==> config.mk <==
export PLATFORM = sky130hd
export DESIGN_NAME = utf8_stream_decoder_core
export DESIGN_NICKNAME = d
export VERILOG_FILES = /design/src/rtl/u8d_pkg.sv /design/src/rtl/utf8_stream_decoder_core.sv /design/src/rtl/u8d_front.sv /design/src/rtl/u8d_queue.sv /design/src/rtl/u8d_back.sv
export VERILOG_INCLUDE_DIRS = /design/src /design/src/rtl
export SDC_FILE = /design/constraint.sdc
export NUM_CORES = 1
export LEC_CHECK = 0
export ABC_CLOCK_PERIOD_IN_PS = 3650
export BUFFER_PORTS_ARGS = -buffer_cell sky130_fd_sc_hd__buf_2
export CELL_PAD_IN_SITES_DETAIL_PLACEMENT = 0
export CELL_PAD_IN_SITES_GLOBAL_PLACEMENT = 2
export CORE_MARGIN = 2
export CORE_UTILIZATION = 41
export DETAILED_ROUTE_END_ITERATION = 8
export PLACE_DENSITY_LB_ADDON = 0.1
export SLEW_MARGIN = 20
export SYNTH_ARGS = -nofsm -noshare
export SYNTH_HDL_FRONTEND = slang
export SYNTH_HIERARCHICAL = 1
export SYNTH_SLANG_ARGS = --single-unit
==> constraint.sdc <==
create_clock -name clk -period 3.65 [get_ports clk]
set_input_delay 0.1825 -clock clk [delete_from_list [all_inputs] [get_ports clk]]
set_output_delay 0.1825 -clock clk [all_outputs]
set_load 0.02 [all_outputs]
==> src/rtl/utf8_stream_decoder_core_macros.svh <==
// Assertion macros shared by the UTF-8 stream decoder RTL.
// Depends on nothing; included by files that carry concurrent assertions.
`ifndef UTF8_STREAM_DECODER_CORE_MACROS_SVH
`define UTF8_STREAM_DECODER_CORE_MACROS_SVH

// Same-cycle implication, checked outside reset.
`define U8D_ASSERT_IMPL(label, clk, rst, ante, cons, msg) \
  label: assert property (@(posedge clk) disable iff (rst) (ante) |-> (cons)) \
    else $error(msg);

// Next-cycle implication, checked outside reset.
`define U8D_ASSERT_NEXT(label, clk, rst, ante, cons, msg) \
  label: assert property (@(posedge clk) disable iff (rst) (ante) |=> (cons)) \
    else $error(msg);

`endif

==> src/rtl/u8d_pkg.sv <==
// Shared types and constants for the UTF-8 stream decoder.
// Used by the front classifier, the item queue, the back decoder and the top level.
package u8d_pkg;

  // Field widths.
  localparam int unsigned BYTE_W    = 8;
  localparam int unsigned CP_W      = 21;
  localparam int unsigned STATUS_W  = 2;
  localparam int unsigned PAYLOAD_W = 7;

  // Default depth of the queue between front and back.
  localparam int unsigned QUEUE_DEPTH_DEFAULT = 4;

  // Result status codes.
  localparam logic [STATUS_W-1:0] STATUS_OK        = 2'd0;
  localparam logic [STATUS_W-1:0] STATUS_BAD_BYTE  = 2'd1;
  localparam logic [STATUS_W-1:0] STATUS_TRUNCATED = 2'd2;

  // Byte class masks and patterns.
  localparam logic [BYTE_W-1:0] MASK_ASCII = 8'h80;
  localparam logic [BYTE_W-1:0] MASK_CONT  = 8'hC0;
  localparam logic [BYTE_W-1:0] PAT_CONT   = 8'h80;
  localparam logic [BYTE_W-1:0] MASK_LEAD2 = 8'hE0;
  localparam logic [BYTE_W-1:0] PAT_LEAD2  = 8'hC0;
  localparam logic [BYTE_W-1:0] MASK_LEAD3 = 8'hF0;
  localparam logic [BYTE_W-1:0] PAT_LEAD3  = 8'hE0;
  localparam logic [BYTE_W-1:0] MASK_LEAD4 = 8'hF8;
  localparam logic [BYTE_W-1:0] PAT_LEAD4  = 8'hF0;

  // Payload masks for each byte class.
  localparam logic [BYTE_W-1:0] PAY_LEAD2 = 8'h1F;
  localparam logic [BYTE_W-1:0] PAY_LEAD3 = 8'h0F;
  localparam logic [BYTE_W-1:0] PAY_LEAD4 = 8'h07;
  localparam logic [BYTE_W-1:0] PAY_CONT  = 8'h3F;

  // Class of one input byte as seen by the front.
  typedef enum logic [2:0] {
    CLS_ASCII,
    CLS_LEAD2,
    CLS_LEAD3,
    CLS_LEAD4,
    CLS_CONT,
    CLS_BAD
  } byte_class_t;

  // One classified item in the queue.
  typedef struct packed {
    byte_class_t          cls;
    logic [PAYLOAD_W-1:0] payload;
    logic                 last;
  } q_entry_t;

  // Queue fill status seen by the front, the back and the top level.
  typedef struct packed {
    logic full;
    logic empty;
  } q_status_t;

  // Back decoder sequence state.
  typedef enum logic {
    BK_IDLE,
    BK_SEQ
  } bk_state_t;

endpackage

==> src/rtl/utf8_stream_decoder_core.sv <==
// UTF-8 stream decoder: takes one byte per item and gives one result item per
// completed code point, unexpected byte, or sequence cut off by end_of_stream.
// A byte is accepted every cycle while the queue of QUEUE_DEPTH items between
// the classifier front and the decoding back has room; the back drains one item
// per cycle while its output register is free or being taken. After its final byte
// is accepted, a result passes through the queue and then the output register.
// code_point is zero in every result whose status is not 0.
// Depends on u8d_pkg, u8d_front, u8d_queue, u8d_back and the assertion macros.
`include "utf8_stream_decoder_core_macros.svh"

module utf8_stream_decoder_core import u8d_pkg::*; #(
  parameter int unsigned QUEUE_DEPTH = QUEUE_DEPTH_DEFAULT
) (
  input  logic                clk,
  input  logic                rst,
  input  logic                in_valid,
  output logic                in_stall,
  input  logic [BYTE_W-1:0]   data_byte,
  input  logic                end_of_stream,
  output logic                out_valid,
  input  logic                out_stall,
  output logic [CP_W-1:0]     code_point,
  output logic [STATUS_W-1:0] status
);

  q_status_t q_status;
  q_entry_t  push_entry;
  q_entry_t  pop_entry;
  logic      push;
  logic      pop;

  // Classify incoming bytes.
  u8d_front u_front (
    .in_valid      (in_valid),
    .data_byte     (data_byte),
    .end_of_stream (end_of_stream),
    .q_status      (q_status),
    .in_stall      (in_stall),
    .push          (push),
    .entry         (push_entry)
  );

  // Decouple front and back.
  u8d_queue #(
    .DEPTH (QUEUE_DEPTH)
  ) u_queue (
    .clk        (clk),
    .rst        (rst),
    .push       (push),
    .push_entry (push_entry),
    .pop        (pop),
    .pop_entry  (pop_entry),
    .status     (q_status)
  );

  // Decode sequences and hold results.
  u8d_back u_back (
    .clk        (clk),
    .rst        (rst),
    .q_status   (q_status),
    .entry      (pop_entry),
    .pop        (pop),
    .out_stall  (out_stall),
    .out_valid  (out_valid),
    .code_point (code_point),
    .status     (status)
  );

  // Error results never carry a code point.
  `U8D_ASSERT_IMPL(a_err_cp_zero, clk, rst, out_valid && (status != STATUS_OK), code_point == '0, "error result carries a code point")
  // Only the three defined status codes are produced.
  `U8D_ASSERT_IMPL(a_status_legal, clk, rst, out_valid, (status == STATUS_OK) || (status == STATUS_BAD_BYTE) || (status == STATUS_TRUNCATED), "undefined status code")
  // An item accepted into an empty queue is there in the next cycle.
  `U8D_ASSERT_NEXT(a_push_visible, clk, rst, in_valid && !in_stall && q_status.empty, !q_status.empty, "accepted item missing from queue")
  // The back never takes from an empty queue or into a blocked output.
  `U8D_ASSERT_IMPL(a_pop_legal, clk, rst, pop, !q_status.empty && !(out_valid && out_stall), "illegal queue pop")

endmodule

==> src/rtl/u8d_front.sv <==
// Front stage: accepts input bytes and classifies them into queue items.
// Depends on u8d_pkg for the byte class encoding and the queue entry type.
module u8d_front import u8d_pkg::*; (
  input  logic              in_valid,
  input  logic [BYTE_W-1:0] data_byte,
  input  logic              end_of_stream,
  input  q_status_t         q_status,
  output logic              in_stall,
  output logic              push,
  output q_entry_t          entry
);

  // Hold the input while the queue has no room.
  assign in_stall = q_status.full;
  assign push     = in_valid && !q_status.full;

  // Sort the byte into its class and keep only its payload bits.
  always_comb begin
    entry.last = end_of_stream;
    if ((data_byte & MASK_ASCII) == 8'h00) begin
      entry.cls     = CLS_ASCII;
      entry.payload = data_byte[PAYLOAD_W-1:0];
    end else if ((data_byte & MASK_CONT) == PAT_CONT) begin
      entry.cls     = CLS_CONT;
      entry.payload = PAYLOAD_W'(data_byte & PAY_CONT);
    end else if ((data_byte & MASK_LEAD2) == PAT_LEAD2) begin
      entry.cls     = CLS_LEAD2;
      entry.payload = PAYLOAD_W'(data_byte & PAY_LEAD2);
    end else if ((data_byte & MASK_LEAD3) == PAT_LEAD3) begin
      entry.cls     = CLS_LEAD3;
      entry.payload = PAYLOAD_W'(data_byte & PAY_LEAD3);
    end else if ((data_byte & MASK_LEAD4) == PAT_LEAD4) begin
      entry.cls     = CLS_LEAD4;
      entry.payload = PAYLOAD_W'(data_byte & PAY_LEAD4);
    end else begin
      entry.cls     = CLS_BAD;
      entry.payload = '0;
    end
  end

endmodule

==> src/rtl/u8d_queue.sv <==
// Short FIFO of classified items between the front and the back.
// Depends on u8d_pkg for the entry and status types.
module u8d_queue import u8d_pkg::*; #(
  parameter int unsigned DEPTH = QUEUE_DEPTH_DEFAULT
) (
  input  logic      clk,
  input  logic      rst,
  input  logic      push,
  input  q_entry_t  push_entry,
  input  logic      pop,
  output q_entry_t  pop_entry,
  output q_status_t status
);

  localparam int unsigned PTR_W = (DEPTH > 1) ? $clog2(DEPTH) : 1;
  localparam int unsigned CNT_W = $clog2(DEPTH + 1);
  localparam logic [PTR_W-1:0] LAST_PTR = PTR_W'(DEPTH - 1);
  localparam logic [CNT_W-1:0] FULL_CNT = CNT_W'(DEPTH);

  q_entry_t         mem [DEPTH];
  logic [PTR_W-1:0] wr_ptr;
  logic [PTR_W-1:0] rd_ptr;
  logic [CNT_W-1:0] count;

  assign status.full  = (count == FULL_CNT);
  assign status.empty = (count == '0);
  assign pop_entry    = mem[rd_ptr];

  // Entry storage.
  always_ff @(posedge clk) begin
    if (push) begin
      mem[wr_ptr] <= push_entry;
    end
  end

  // Pointers and fill count.
  always_ff @(posedge clk) begin
    if (rst) begin
      wr_ptr <= '0;
      rd_ptr <= '0;
      count  <= '0;
    end else begin
      if (push) begin
        wr_ptr <= (wr_ptr == LAST_PTR) ? '0 : PTR_W'(wr_ptr + 1'b1);
      end
      if (pop) begin
        rd_ptr <= (rd_ptr == LAST_PTR) ? '0 : PTR_W'(rd_ptr + 1'b1);
      end
      if (push && !pop) begin
        count <= CNT_W'(count + 1'b1);
      end else if (pop && !push) begin
        count <= CNT_W'(count - 1'b1);
      end
    end
  end

endmodule

==> src/rtl/u8d_back.sv <==
// Back stage: runs the sequence state machine on queued items and registers results.
// Depends on u8d_pkg for the item, class, state and status definitions.
module u8d_back import u8d_pkg::*; (
  input  logic                clk,
  input  logic                rst,
  input  q_status_t           q_status,
  input  q_entry_t            entry,
  output logic                pop,
  input  logic                out_stall,
  output logic                out_valid,
  output logic [CP_W-1:0]     code_point,
  output logic [STATUS_W-1:0] status
);

  bk_state_t           state;
  bk_state_t           state_next;
  logic [2:0]          expected_length;
  logic [2:0]          expected_length_next;
  logic [2:0]          bytes_seen;
  logic [2:0]          bytes_seen_next;
  logic [CP_W-1:0]     accumulator;
  logic [CP_W-1:0]     accumulator_next;
  logic                out_valid_next;

  logic                emit;
  logic [CP_W-1:0]     emit_cp;
  logic [STATUS_W-1:0] emit_status;
  logic [CP_W-1:0]     acc_merged;
  logic [2:0]          seen_inc;
  logic                is_lead;
  logic [2:0]          lead_length;
  logic                seq_done;

  // Take an item whenever the output register is free or being drained.
  assign pop = !q_status.empty && (!out_valid || !out_stall);

  // Shared datapath terms.
  assign acc_merged = accumulator | {{(CP_W-6){1'b0}}, entry.payload[5:0]};
  assign seen_inc   = 3'(bytes_seen + 3'd1);
  assign seq_done   = (seen_inc >= expected_length);
  assign is_lead    = (entry.cls == CLS_LEAD2) || (entry.cls == CLS_LEAD3) ||
                      (entry.cls == CLS_LEAD4);

  always_comb begin
    unique case (entry.cls)
      CLS_LEAD2: lead_length = 3'd2;
      CLS_LEAD3: lead_length = 3'd3;
      CLS_LEAD4: lead_length = 3'd4;
      default:   lead_length = 3'd0;
    endcase
  end

  // Next state and sequence registers.
  always_comb begin
    state_next           = state;
    expected_length_next = expected_length;
    bytes_seen_next      = bytes_seen;
    accumulator_next     = accumulator;
    if (pop) begin
      unique case (state)
        BK_IDLE: begin
          if (is_lead && !entry.last) begin
            state_next           = BK_SEQ;
            expected_length_next = lead_length;
            bytes_seen_next      = 3'd1;
            accumulator_next     = {{(CP_W-PAYLOAD_W-6){1'b0}}, entry.payload, 6'b0};
          end else begin
            state_next           = BK_IDLE;
            expected_length_next = '0;
            bytes_seen_next      = '0;
            accumulator_next     = '0;
          end
        end
        BK_SEQ: begin
          if (entry.cls == CLS_CONT && !seq_done && !entry.last) begin
            bytes_seen_next  = seen_inc;
            accumulator_next = {acc_merged[CP_W-7:0], 6'b0};
          end else begin
            state_next           = BK_IDLE;
            expected_length_next = '0;
            bytes_seen_next      = '0;
            accumulator_next     = '0;
          end
        end
        default: state_next = BK_IDLE;
      endcase
    end
  end

  // Result produced by the item being taken.
  always_comb begin
    emit        = 1'b0;
    emit_cp     = '0;
    emit_status = STATUS_OK;
    unique case (state)
      BK_IDLE: begin
        if (entry.cls == CLS_ASCII) begin
          emit    = 1'b1;
          emit_cp = {{(CP_W-PAYLOAD_W){1'b0}}, entry.payload};
        end else if (is_lead) begin
          emit        = entry.last;
          emit_status = STATUS_TRUNCATED;
        end else begin
          emit        = 1'b1;
          emit_status = STATUS_BAD_BYTE;
        end
      end
      BK_SEQ: begin
        if (entry.cls != CLS_CONT) begin
          emit        = 1'b1;
          emit_status = STATUS_BAD_BYTE;
        end else if (seq_done) begin
          emit    = 1'b1;
          emit_cp = acc_merged;
        end else begin
          emit        = entry.last;
          emit_status = STATUS_TRUNCATED;
        end
      end
      default: emit = 1'b0;
    endcase
  end

  // Output register holds a result until it is taken.
  assign out_valid_next = pop ? emit : (out_valid && out_stall);

  always_ff @(posedge clk) begin
    if (rst) begin
      state           <= BK_IDLE;
      expected_length <= '0;
      bytes_seen      <= '0;
      accumulator     <= '0;
      out_valid       <= 1'b0;
    end else begin
      state           <= state_next;
      expected_length <= expected_length_next;
      bytes_seen      <= bytes_seen_next;
      accumulator     <= accumulator_next;
      out_valid       <= out_valid_next;
    end
  end

  // Result payload loads only with a new result.
  always_ff @(posedge clk) begin
    if (pop && emit) begin
      code_point <= emit_cp;
      status     <= emit_status;
    end
  end

endmodule

* Word-level counts from Yosys, hierarchy flattened
Memory sizes are Yosys's and may differ from the RTL's. A register that Yosys moved wholly into a read port is not among the register bits. Cells that the tools add are included. W data, S select, Z words.
Word-level totals: flip-flop bits (word level) 59, bits in writable memories 44, bits of input ports 13, output and inout bits 25, word-level logic and storage cells 98, memories 1
Memories:
- u_queue.mem | words 4, width 11, rd ports 1, clocked after memory_dff 1, wr ports 1, line u8d_queue.sv:20 | q_entry_t mem [DEPTH];
Operators by class: add/subtract/negate cells 5, magnitude comparators 1, eq/ne operators 13, multiplexer cells 41, bitwise gates (word level) 2, reduce and logical (&&, ||, !) cells 25
Operators by type and width (number):
- $pmux W21 S2 | 2
- $mux W21 | 3
- $mux W10 | 5
- $or A21 B6 Y21 | 1
- $mux W2 | 8
- $mux W3 | 5
- $mux W13 | 1
- $pmux W3 S2 | 2
- $mux W1 | 10
- $eq A3 B3 Y1 const B | 3
- $logic_and A1 B1 Y1 | 9
- $pmux W3 S3 | 1
- $logic_not A1 Y1 | 8
- $logic_not A8 Y1 | 1
- $mux W7 | 1
- $add A3 B1 Y3 const B | 2
- $eq A2 B2 Y1 const B | 3
- $eq A3 B2 Y1 const B | 2
- $logic_not A3 Y1 | 2
- $eq A5 B5 Y1 const B | 1
- $add A2 B1 Y2 const B | 2
- $eq A4 B4 Y1 const B | 1
- $pmux W1 S2 | 2
- $pmux W2 S2 | 1
- 9 further kinds | 11

* Logic depth before layout (Yosys ltp)
Gate-level depths: netlist of run 1.
word-level depth 7, mapped depth 11, depth with buffers taken out 10

* Modules after synthesis
The synthesis of run 1 kept the hierarchy.
Modules (own cells, without submodules):
- u8d_queue | instances 1, cells each 101, area each 2029.4 sq um, seq. area each 1501.4 sq um
- u8d_back | instances 1, cells each 177, area each 1958.1 sq um, seq. area each 1151.1 sq um
- u8d_front | instances 1, cells each 20, area each 121.4 sq um, seq. area each 0.0 sq um

* Least setup slack after synthesis of run 1
Ideal clock, no wire load.
path kind flip-flop to flip-flop, start register (tool-made name), end register u_back.code_point[0], enable pin, library setup time 0.411 ns, arrival time 2.803 ns, data required time 3.239 ns, setup slack 0.437 ns, stages on the path, launching flop included 8, buffers on the path 2, period minus slack after synthesis 3.213 ns, cells stage by stage dfxtp_1 buf_6 mux4_2 or2_1 buf_6 nand2_1 nand2_1 a21oi_1
RTL lines:
- end signal, assigned | line u8d_back.sv:146 | code_point <= emit_cp;
- end, declared | line u8d_back.sv:11 | output logic [CP_W-1:0] code_point,

==> summary.txt, run 1 <==
Yosys
  • YS warnings: 6
  • Most area-consuming cells after synthesis: sky130_fd_sc_hd__edfxtp_1, sky130_fd_sc_hd__dfxtp_1, sky130_fd_sc_hd__mux4_2, sky130_fd_sc_hd__nand2_1, sky130_fd_sc_hd__a21oi_1
  • Synth area leader: sky130_fd_sc_hd__edfxtp_1
  • Area fraction of the dominant cell type after synthesis: 48.96%
  • Post-Synthesis Cell Area: 4109 um2
  • Register area share after synthesis: 64.56%
  • Total of flip-flops plus latches after synthesis: 99
  • Number of synthesized flops with an enable pin: 67
  • Proportion of register bits with asynchronous set or reset after synthesis: 0%
  • Ys flop type: sky130_fd_sc_hd__edfxtp_1
  • Netlist cell types: 49
  • Syn avg cell area: 13.79 um2
  • Cell count after synthesis: 298
  • Post-synthesis net count: 322

STA
  • Part of the cycle the worst path needs: 73.38%
  • Clock period minus final worst setup slack: 2.678 ns
  • Achievable Freq: 373.4 MHz
  • Number of max-slew violations in the final report: 0
  • Count of endpoints failing setup in the final report: 0
  • RSZ-0062 raised after global routing: no
  • Final hold violation count: 0
  • Post-Route Setup TNS: 0 ns
  • Transition time at the pin with the least slew margin: 0.6269 ns
  • Clock skew after layout: 0.01252 ns
  • Tightest hold margin: 0.03895 ns
  • Worst max-slew margin expressed relative to the limit: 58.21%

Setup path
  • Required time of the critical path: 3.68 ns
  • Worst path arrival time: 2.71 ns
  • Kind of end point of the critical path: flop
  • Top fanout value on the critical path: 23
  • Category of the most critical setup path: reg -> reg
  • Critical Path Source Type: flop

Pwr
  • Leakage power total: 1.742 nW
  • Worst supply voltage drop on vdd: 0.3154 mV
  • PD cells: 817.6 nW/um2

Placement
  • Detail Placement HPWL: 4979 um
  • Total of buffers placed on input and output ports: 37
  • Global placement routability congestion: 0.7097

Run status
  • Outcome: complete, no violations

GRT
  • Number of global-route vias before repair: 2,307
  • Largest net degree at the start of global routing: 24
  • All-layer global routing usage: 14.11%
  • Global-route wire length before repair: 11,870 um
  • Number of antenna violations at the first check in global routing: 0
  • GRT overflow: 0

Routing
  • Remaining DRCs: 0
  • Total via count in the routed design: 2,343
  • WL final: 7253 um
  • Average via count per standard cell: 4.902
  • Drt first-iter violations: 51
  • 1st-pass router iterations: 4
  • Routed len/inst: 15.17 um
  • Number of nets still failing antenna checks after routing: 0

Clocking
  • Root buffer selected by CTS: sky130_fd_sc_hd__clkbuf_8
  • Total setup buffers inserted after CTS: 0
  • Worst-path clk slew: 0.10 ns
  • CTS H-tree depth: 3
  • Cts bufs inserted: 9
  • Number of cells upsized or downsized after cts: 0
  • Clock latency reported for the late side of the worst-skew pair: 0.36 ns
  • Clock buffer depth: 2
  • Number of clock sinks seen by CTS: 99
  • Post-cts hold buffer count: 0
  • Clock tree from TritonCTS: done

Die
  • I/O pin count: 38
  • Total core area: 9729 um2
  • Die Y-Extent: 104.1 um
  • Width of the die: 104.1 um
  • Die area: 10,840 um2
  • Num rows: 36
  • Starting utilization of the core area: 42.23%

Final layout
  • Area of combinational cells with multiple inputs: 1336 um2
  • Most frequent standard cell in the layout excluding fill and tap cells: sky130_fd_sc_hd__edfxtp_1
  • Sequential cell area in the final layout: 2653 um2
  • Diodes inserted: 0
  • Nets: 364
  • Fraction of layout cells with a size suffix above 1: 24.93%
  • Synthesis-to-finish area growth: 12.30%
  • Number of filler instances in the final layout: 901
  • Commonest cells after routing, fill and taps aside: sky130_fd_sc_hd__edfxtp_1, sky130_fd_sc_hd__nand2_1, sky130_fd_sc_hd__buf_2

Min path
  • Hold Path Class: in -> reg

Flow run
  • MaxCap Viol Count: 0
power breakdown:
part	switching [mW]	internal, mW
Sequential	0.135	1.54
Clock	0.393	0.259
Combinational	0.933	0.516
worst max-delay path, stage by stage (launching register included):
cell and delay [ns]:
sky130_fd_sc_hd__dfxtp_1 0.41, sky130_fd_sc_hd__buf_4 0.24, sky130_fd_sc_hd__mux4_2 0.58, sky130_fd_sc_hd__or2_1 0.40, sky130_fd_sc_hd__nand2_1 0.16, sky130_fd_sc_hd__nand2_1 0.11, sky130_fd_sc_hd__a21oi_2 0.15, sky130_fd_sc_hd__buf_4 0.30
layer usage:
layer / track usage, % / share of wire (%) / vias to the layer above
met3: 2.757 / 2.5 / 9
met4: 5.212 / 1.5 / 0
met1: 19.33 / 49 / 1129
li1: - / - / 1175
met2: 22.42 / 47 / 30
met5: 0 / 0 / -
per-stage QoR:
step	setup slack [ns]	power (mW)	utilization (%)	instance area, um2	std cells
floorplan	0.4366	2.768	-	4109	298
global placement	1.020	3.156	45.50	4427	462
detailed placement	0.9731	3.171	45.50	4427	462
CTS	0.9552	3.823	47.43	4614	478
global route	0.7481	4.037	47.43	4614	478
finish	0.9718	3.773	47.43	4614	478
cell type report:
type,instances,share of cell area (%)
flip-flops and latches,99,57.48
multi-input cells,175,28.96
repair buffers,42,4.826
well taps,133,3.606
clock buffers,9,2.684
clock inverters,7,1.383
inverters,13,1.057
synth_stat cells, types with 4 or more instances:
library cell	instances
sky130_fd_sc_hd__nor3b_1	8
sky130_fd_sc_hd__a21oi_1	25
sky130_fd_sc_hd__mux2i_1	6
sky130_fd_sc_hd__and3_2	5
sky130_fd_sc_hd__xor2_1	5
sky130_fd_sc_hd__edfxtp_1	67
sky130_fd_sc_hd__ha_1	10
sky130_fd_sc_hd__nor2_1	14
sky130_fd_sc_hd__nand2_1	39
sky130_fd_sc_hd__inv_1	12
sky130_fd_sc_hd__nand3_1	4
sky130_fd_sc_hd__and2_1	6
sky130_fd_sc_hd__and3_1	9
sky130_fd_sc_hd__dfxtp_1	32
sky130_fd_sc_hd__mux4_2	10
state kept, by name, indices dropped and copies added (netlist names), named ones only:
name,flops
u_back/bytes_seen,3
u_queue/rd_ptr,2
u_queue/count,3
u_queue/mem,44
u_back/code_point,21
u_back/accumulator,15
u_queue/wr_ptr,2
u_back/status,2
u_back/out_valid,1
u_back/expected_length,3
u_back/state,1
final timing paths:
kind         cells after the start  slack (ns)                           startpoint                                  end
max                              7        0.97                                 flop  u_back/code_point[18]$_SDFFCE_PP0P_
min                              1        0.04                        end_of_stream          u_queue/mem[0][0]$_DFFE_PP_
max reg2reg                      7        0.97                                 flop  u_back/code_point[18]$_SDFFCE_PP0P_
min reg2reg                      2        0.46  u_back/accumulator[16]$_SDFFE_PP0P_  u_back/accumulator[16]$_SDFFE_PP0P_
kinds of logic (layout without fill, tap and decap cells):
group | count (synthesis) | after routing | synth area share [%]
compound gates | 46 | 46 | 8.252
xor+xnor | 5 | 5 | 1.066
fa+ha+maj | 11 | 11 | 3.532
buf+inv | 24 | 71 | 3.014
flops | 99 | 99 | 64.56
mux | 17 | 17 | 7.582
simple gates | 96 | 96 | 12.00
No activity file was read; power rests on OpenSTA's default activity.
==> run 2: changes to the inputs <==
ABC_CLOCK_PERIOD_IN_PS = 2700   (was 3650)
clock period = 2.7 ns   (was 3.65 ns; I/O delays follow)
==> summary.txt, run 2 (same netlist as run 1, synthesis figures left out) <==
Die
  • Num rows: 36 (unchanged)
  • Starting utilization of the core area: 42.23% (unchanged)
  • Die Y-Extent: 104.1 um (unchanged)
  • Total core area: 9729 um2 (unchanged)
  • Width of the die: 104.1 um (unchanged)
  • I/O pin count: 38 (unchanged)
  • Die area: 10,840 um2 (unchanged)

STA
  • Achievable Freq: 414.5 MHz (was 373.4 MHz)
  • Clock skew after layout: 0.009926 ns (was 0.01252 ns)
  • Number of max-slew violations in the final report: 0 (unchanged)
  • Part of the cycle the worst path needs: 89.35% (was 73.38%)
  • Tightest hold margin: 0.07327 ns (was 0.03895 ns)
  • Minimum setup slack in the final design: 0.2875 ns (was 0.9718 ns)
  • Clock period minus final worst setup slack: 2.412 ns (was 2.678 ns)
  • Worst max-slew margin expressed relative to the limit: 57.60% (was 58.21%)
  • RSZ-0062 raised after global routing: no (unchanged)
  • Count of endpoints failing setup in the final report: 0 (unchanged)
  • Post-Route Setup TNS: 0 ns (unchanged)
  • Final hold violation count: 0 (unchanged)
  • Transition time at the pin with the least slew margin: 0.6359 ns (was 0.6269 ns)

Final layout
  • Final Instance Area: 4672 um2 (was 4614 um2)
  • Nets: 371 (was 364)
  • Commonest cells after routing, fill and taps aside: sky130_fd_sc_hd__edfxtp_1, sky130_fd_sc_hd__nand2_1, sky130_fd_sc_hd__buf_2 (unchanged)
  • Most frequent standard cell in the layout excluding fill and tap cells: sky130_fd_sc_hd__edfxtp_1 (unchanged)
  • Largest reg by FF count: u_queue/mem (unchanged)
  • Largest register FFs: 44 (unchanged)
  • Synthesis-to-finish area growth: 13.70% (was 12.30%)
  • Fraction of layout cells with a size suffix above 1: 25.85% (was 24.93%)
  • Diodes inserted: 0 (unchanged)
  • Registers with the highest flip-flop counts: u_queue/mem: 44 flops, u_back/code_point: 21 flops, u_back/accumulator: 15 flops (unchanged)
  • Core occupancy in the finished layout: 48.02% (was 47.43%)

Setup path
  • Top fanout value on the critical path: 17 (was 23)
  • Max incr delay on CP: 0.61 ns (was 0.58 ns)
  • Critical path's most frequent cell: sky130_fd_sc_hd__nand2_1
  • Critical Path, Cell by Cell: mux4_2 > or2_1 > nand2_1 > nand2_1 > a21oi_4 > buf_4 (was buf_4 > mux4_2 > or2_1 > nand2_1 > nand2_1 > a21oi_2 > buf_4)
  • Slowest stage cell on the critical path: sky130_fd_sc_hd__mux4_2 (unchanged)
  • Critical Path Source Type: flop (unchanged)
  • Worst path arrival time: 2.46 ns (was 2.71 ns)
  • Required time of the critical path: 2.74 ns (was 3.68 ns)
  • Family of cells with the greatest summed delay on the critical path: multiplexers (was simple AND/OR/NAND/NOR gates)
  • Buf+Inv Stages, Crit Path: 1 (was 2)
  • Kind of end point of the critical path: flop (unchanged)
  • Category of the most critical setup path: reg -> reg (unchanged)

Placement
  • Worst slack at placement: 0.2682 ns (was 0.9731 ns)
  • Placed Area: 4479 um2 (was 4427 um2)
  • Global placement routability congestion: 0.7229 (was 0.7097)
  • Detail Placement HPWL: 5091 um (was 4979 um)
  • Total of buffers placed on input and output ports: 37 (unchanged)

Routing
  • Number of nets still failing antenna checks after routing: 0 (unchanged)
  • Average via count per standard cell: 4.942 (was 4.902)
  • WL final: 7372 um (was 7253 um)
  • Total via count in the routed design: 2,397 (was 2,343)
  • Drt first-iter violations: 56 (was 51)
  • Remaining DRCs: 0 (unchanged)
  • Routed len/inst: 15.20 um (was 15.17 um)
  • 1st-pass router iterations: 4 (unchanged)

Clocking
  • Total setup buffers inserted after CTS: 0 (unchanged)
  • Clock buffer depth: 2 (unchanged)
  • Worst-path clk slew: 0.09 ns (was 0.10 ns)
  • Root buffer selected by CTS: sky130_fd_sc_hd__clkbuf_8 (unchanged)
  • Clock latency reported for the late side of the worst-skew pair: 0.35 ns (was 0.36 ns)
  • Clock tree from TritonCTS: done (unchanged)
  • Number of clock sinks seen by CTS: 99 (unchanged)
  • CTS H-tree depth: 3 (unchanged)
  • Cts bufs inserted: 9 (unchanged)

Flow run
  • MaxCap Viol Count: 0 (unchanged)

GRT
  • Number of antenna violations at the first check in global routing: 0 (unchanged)
  • All-layer global routing usage: 14.42% (was 14.11%)
  • Global-route wire length before repair: 11,990 um (was 11,870 um)
  • Largest net degree at the start of global routing: 24 (unchanged)
  • GRT overflow: 0 (unchanged)
  • Number of global-route vias before repair: 2,339 (was 2,307)

Pwr
  • Leakage power total: 1.776 nW (was 1.742 nW)
  • Worst supply voltage drop on vdd: 0.3708 mV (was 0.3154 mV)
  • PD cells: 1113 nW/um2 (was 817.6 nW/um2)

Min path
  • Hold Path Class: in -> reg (unchanged)

Run status
  • Outcome: complete, no violations (unchanged)
## run 2: cell count changes in the layout (fill, tap and decap cells not counted)
| cell | change |
|---|---|
| sky130_fd_sc_hd__clkinv_1 | -1 |
| sky130_fd_sc_hd__a21oi_4 | +1 |
| sky130_fd_sc_hd__inv_8 | -1 |
| sky130_fd_sc_hd__clkinv_4 | -1 |
| sky130_fd_sc_hd__a21oi_2 | -1 |
| sky130_fd_sc_hd__clkinv_8 | -1 |
| sky130_fd_sc_hd__clkbuf_8 | +2 |
| sky130_fd_sc_hd__buf_4 | +6 |
| sky130_fd_sc_hd__clkbuf_1 | +2 |
| sky130_fd_sc_hd__dlygate4sd3_1 | +1 |
## run 2: power by group
group / internal (mW) / switching (mW) / leakage [nW]
combinational: 0.757 / 1.30 / 0.794
sequential: 2.08 / 0.182 / 0.896
clock: 0.390 / 0.492 / 0.0863
total: 3.22 / 1.97 / 1.78
## run 2: final cells by class
type,count,area [um2]
Timing Repair Buffer,49,277.8
Fill cell,914,5057
Clock inverter,3,23.77
Multi-Input combinational cell,175,1344
Tap cell,133,166.4
Sequential cell,99,2653
Clock buffer,13,158.9
Inverter,13,48.80
## run 2: metrics by stage
stage                     total power [mW]  std cells
after floorplan                      3.760        298
after global placement               4.385        468
after detailed placement             4.391        468
after CTS                            5.285        485
after global routing                 5.539        485
final                                5.198        485
## run 2: path summary, 6_finish.rpt
| kind | from | end | slack [ns] | depth (start not counted) |
|---|---|---|---|---|
| worst min register to register | u_back/accumulator[20]$_SDFFE_PP0P_ | u_back/accumulator[20]$_SDFFE_PP0P_ | 0.45 | 2 |
| worst max-delay path | flop | u_back/code_point[11]$_SDFFCE_PP0P_ | 0.29 | 6 |
| worst max register to register | flop | u_back/code_point[11]$_SDFFCE_PP0P_ | 0.29 | 6 |
| worst min-delay path | out_stall | u_back/out_valid$_SDFF_PP0_ | 0.07 | 3 |
## run 2: worst reg2reg max path, stage by stage (launching register included)
cell and delay [ns]:
sky130_fd_sc_hd__dfxtp_1 0.55, sky130_fd_sc_hd__mux4_2 0.62, sky130_fd_sc_hd__or2_1 0.26, sky130_fd_sc_hd__nand2_1 0.09, sky130_fd_sc_hd__nand2_1 0.14, sky130_fd_sc_hd__a21oi_4 0.18, sky130_fd_sc_hd__buf_4 0.26
## run 2: what timing repair did
action | in CTS | in global routing
hold buffers | 1 | 0
resized for setup | 0 | 0
hold endpoints to repair | 4 | 0
## run 2: layer usage
metal  vias to the layer above  GRT usage, %  routed length (um)
li1                       1189             -                   -
met1                      1165         18.16                3367
met2                        34         23.97                3628
met3                         9         4.261                 267
met4                         0         4.633                 108
met5                         -             0                   0
==> run 3: changes to the inputs <==
==> constraint.sdc (replaced) <==
create_clock -name clk -period 2.7 [get_ports clk]
set_input_delay 0.54 -clock clk [delete_from_list [all_inputs] [get_ports clk]]
set_output_delay 0.54 -clock clk [all_outputs]
set_load 0.02 [all_outputs]
==> summary.txt, run 3 (same netlist as run 1, synthesis figures left out) <==
STA
  • Number of max-slew violations in the final report: 0 (unchanged)
  • Part of the cycle the worst path needs: 85.41% (was 89.35%)
  • Clock skew after layout: 0.009068 ns (was 0.009926 ns)
  • Count of endpoints failing setup in the final report: 0 (unchanged)
  • RSZ-0062 raised after global routing: no (unchanged)
  • Achievable Freq: 433.7 MHz (was 414.5 MHz)
  • Minimum setup slack in the final design: 0.3940 ns (was 0.2875 ns)
  • Final hold violation count: 0 (unchanged)
  • Post-Route Setup TNS: 0 ns (unchanged)
  • Transition time at the pin with the least slew margin: 0.6360 ns (was 0.6359 ns)
  • Worst max-slew margin expressed relative to the limit: 57.60% (about the same)
  • Clock period minus final worst setup slack: 2.306 ns (was 2.412 ns)

Clocking
  • Cts bufs inserted: 9 (unchanged)
  • Number of cells upsized or downsized after cts: 0 (unchanged)
  • Clock tree from TritonCTS: done (unchanged)
  • Post-cts hold buffer count: 0 (was 1)
  • Root buffer selected by CTS: sky130_fd_sc_hd__clkbuf_8 (unchanged)
  • Clock latency reported for the late side of the worst-skew pair: 0.36 ns (was 0.35 ns)
  • Clock buffer depth: 2 (unchanged)
  • Worst-path clk slew: 0.10 ns (was 0.09 ns)
  • CTS H-tree depth: 3 (unchanged)
  • Number of clock sinks seen by CTS: 99 (unchanged)
  • Total setup buffers inserted after CTS: 0 (unchanged)

Routing
  • Number of nets still failing antenna checks after routing: 0 (unchanged)
  • Top layer used by detailed routing: met4 (unchanged)
  • Routed len/inst: 15.26 um (was 15.20 um)
  • Average via count per standard cell: 4.942 (about the same)
  • Drt first-iter violations: 62 (was 56)
  • Routed length on met1: 3535 um (was 3367 um)
  • Total via count in the routed design: 2,392 (was 2,397)
  • Metal3 WL: 180 um (was 267 um)
  • WL final: 7386 um (was 7372 um)
  • Remaining DRCs: 0 (unchanged)
  • 1st-pass router iterations: 6 (was 4)
  • Detail Route met2 WL: 3548 um (was 3628 um)

Pwr
  • Leakage power total: 1.785 nW (was 1.776 nW)
  • Worst supply voltage drop on vdd: 0.4125 mV (was 0.3708 mV)
  • Net switching power: 2.023 mW (was 1.974 mW)
  • Total internal power: 3.299 mW (was 3.225 mW)
  • Reg power frac: 42.2% (was 43.5%)
  • Logic pwr share: 39.7% (was 39.6%)
  • PD cells: 1134 nW/um2 (was 1113 nW/um2)
  • Clock network fraction of total power: 18.1% (was 17.0%)
  • Net switching fraction of the power: 38.02% (was 37.97%)

Final layout
  • Area of combinational cells with multiple inputs: 1344 um2 (unchanged)
  • Commonest cells after routing, fill and taps aside: sky130_fd_sc_hd__edfxtp_1, sky130_fd_sc_hd__nand2_1, sky130_fd_sc_hd__buf_2 (unchanged)
  • Sequential cell area in the final layout: 2653 um2 (unchanged)
  • Largest register FFs: 44 (unchanged)
  • Diodes inserted: 0 (unchanged)
  • Number of filler instances in the final layout: 898 (was 914)
  • Largest reg by FF count: u_queue/mem (unchanged)
  • Synthesis-to-finish area growth: 14.22% (was 13.70%)
  • Most frequent standard cell in the layout excluding fill and tap cells: sky130_fd_sc_hd__edfxtp_1 (unchanged)
  • Number of non-filler instances in the completed layout: 484 (was 485)
  • Registers with the highest flip-flop counts: u_queue/mem: 44 flops, u_back/code_point: 21 flops, u_back/accumulator: 15 flops (unchanged)
  • Fraction of layout cells with a size suffix above 1: 26.21% (was 25.85%)
  • Final Instance Area: 4693 um2 (was 4672 um2)
  • Nets: 370 (was 371)

Min path
  • Endpoint of the worst hold-timing path: u_queue/mem[0][0]$_DFFE_PP_ (was u_back/out_valid$_SDFF_PP0_)
  • Hold Path Class: in -> reg (unchanged)
  • Critical hold path startpoint: end_of_stream (was out_stall)
  • WHS Path Cells: 1 (was 3)

Placement
  • Placed Area: 4492 um2 (was 4479 um2)
  • Global placement routability congestion: 0.7094 (was 0.7229)
  • Total of buffers placed on input and output ports: 37 (unchanged)
  • Detail Placement HPWL: 5081 um (was 5091 um)
  • Worst slack at placement: 0.4158 ns (was 0.2682 ns)
  • Cells after DPL: 468 (unchanged)

Setup path
  • Critical Path Source Type: flop (unchanged)
  • Kind of end point of the critical path: flop (unchanged)
  • Worst R2R Setup Slack: 0.39 ns (was 0.29 ns)
  • Required time of the critical path: 2.77 ns (was 2.74 ns)
  • Worst path arrival time: 2.38 ns (was 2.46 ns)
  • Category of the most critical setup path: reg -> reg (unchanged)
  • Top fanout value on the critical path: 23 (was 17)
  • Reg-to-Reg End: u_back/code_point[0]$_DFFE_PP_ (was u_back/code_point[11]$_SDFFCE_PP0P_)
  • Critical register-to-register path startpoint: u_back/bytes_seen[0]$_SDFFE_PP0P_
  • Depth of the most critical reg-to-reg path: 8 (was 6)

Die
  • Total core area: 9729 um2 (unchanged)
  • Die Y-Extent: 104.1 um (unchanged)
  • Die area: 10,840 um2 (unchanged)
  • Width of the die: 104.1 um (unchanged)
  • Num rows: 36 (unchanged)
  • I/O pin count: 38 (unchanged)
  • Starting utilization of the core area: 42.23% (unchanged)

GRT
  • Number of antenna violations at the first check in global routing: 0 (unchanged)
  • Global-route wire length before repair: 12,430 um (was 11,990 um)
  • Number of global-route vias before repair: 2,411 (was 2,339)
  • Largest net degree at the start of global routing: 24 (unchanged)
  • All-layer global routing usage: 14.53% (was 14.42%)
  • GRT overflow: 0 (unchanged)

Flow run
  • MaxCap Viol Count: 0 (unchanged)

Run status
  • Outcome: complete, no violations (unchanged)
## run 3: area by class of cell
class	count	area share (%)
multi-input combinational	175	28.63
clock buffer	10	2.719
clock inverter	6	1.573
tap	133	3.546
timing repair buffer	48	5.972
sequential	99	56.52
inverter	13	1.040
## run 3: how the worst max path moves through the flow
stage                                            from                             endpoint  depth (start not counted)
floorplan                                        flop       u_back/code_point[0]$_DFFE_PP_                          7
global placement    u_back/bytes_seen[0]$_SDFFE_PP0P_  u_back/code_point[10]$_SDFFCE_PP0P_                          8
detailed placement  u_back/bytes_seen[0]$_SDFFE_PP0P_  u_back/code_point[11]$_SDFFCE_PP0P_                          8
CTS                 u_back/bytes_seen[0]$_SDFFE_PP0P_  u_back/code_point[13]$_SDFFCE_PP0P_                          8
global route        u_back/bytes_seen[0]$_SDFFE_PP0P_  u_back/code_point[13]$_SDFFCE_PP0P_                          8
finish              u_back/bytes_seen[0]$_SDFFE_PP0P_       u_back/code_point[0]$_DFFE_PP_                          8
## run 3: power by group through the flow
| stage | sequential, mW | clock [mW] | combinational [mW] |
|---|---|---|---|
| global route | 2.29 | 1.05 | 2.33 |
| finish | 2.25 | 0.965 | 2.11 |
| CTS | 2.26 | 0.996 | 2.14 |
| global placement | 2.28 | 0 | 2.12 |
| detailed placement | 2.29 | 0 | 2.14 |
| floorplan | 2.49 | 0 | 1.27 |
## run 3: metrics by stage
step,hold WS [ns],total power [mW],util [%]
floorplan,0.4319,3.760,-
global placement,0.4387,4.406,46.17
detailed placement,0.4448,4.426,46.17
CTS,0.3862,5.394,48.24
global route,0.3884,5.673,48.24
finish,0.3977,5.322,48.24
## run 3: critical path, cell delays in order, from the launching register on
cell and delay, ns:
sky130_fd_sc_hd__dfxtp_1 0.34, sky130_fd_sc_hd__ha_1 0.22, sky130_fd_sc_hd__xor2_1 0.15, sky130_fd_sc_hd__ha_1 0.34
sky130_fd_sc_hd__nand2_1 0.16, sky130_fd_sc_hd__o211ai_4 0.24, sky130_fd_sc_hd__nand2_1 0.17, sky130_fd_sc_hd__a21oi_4 0.20
sky130_fd_sc_hd__buf_12 0.19
## run 3: layer usage
layer	track usage, %	vias up
met1	19.30	1154
met4	6.081	0
met3	2.256	11
li1	-	1187
met5	0	-
met2	23.83	40
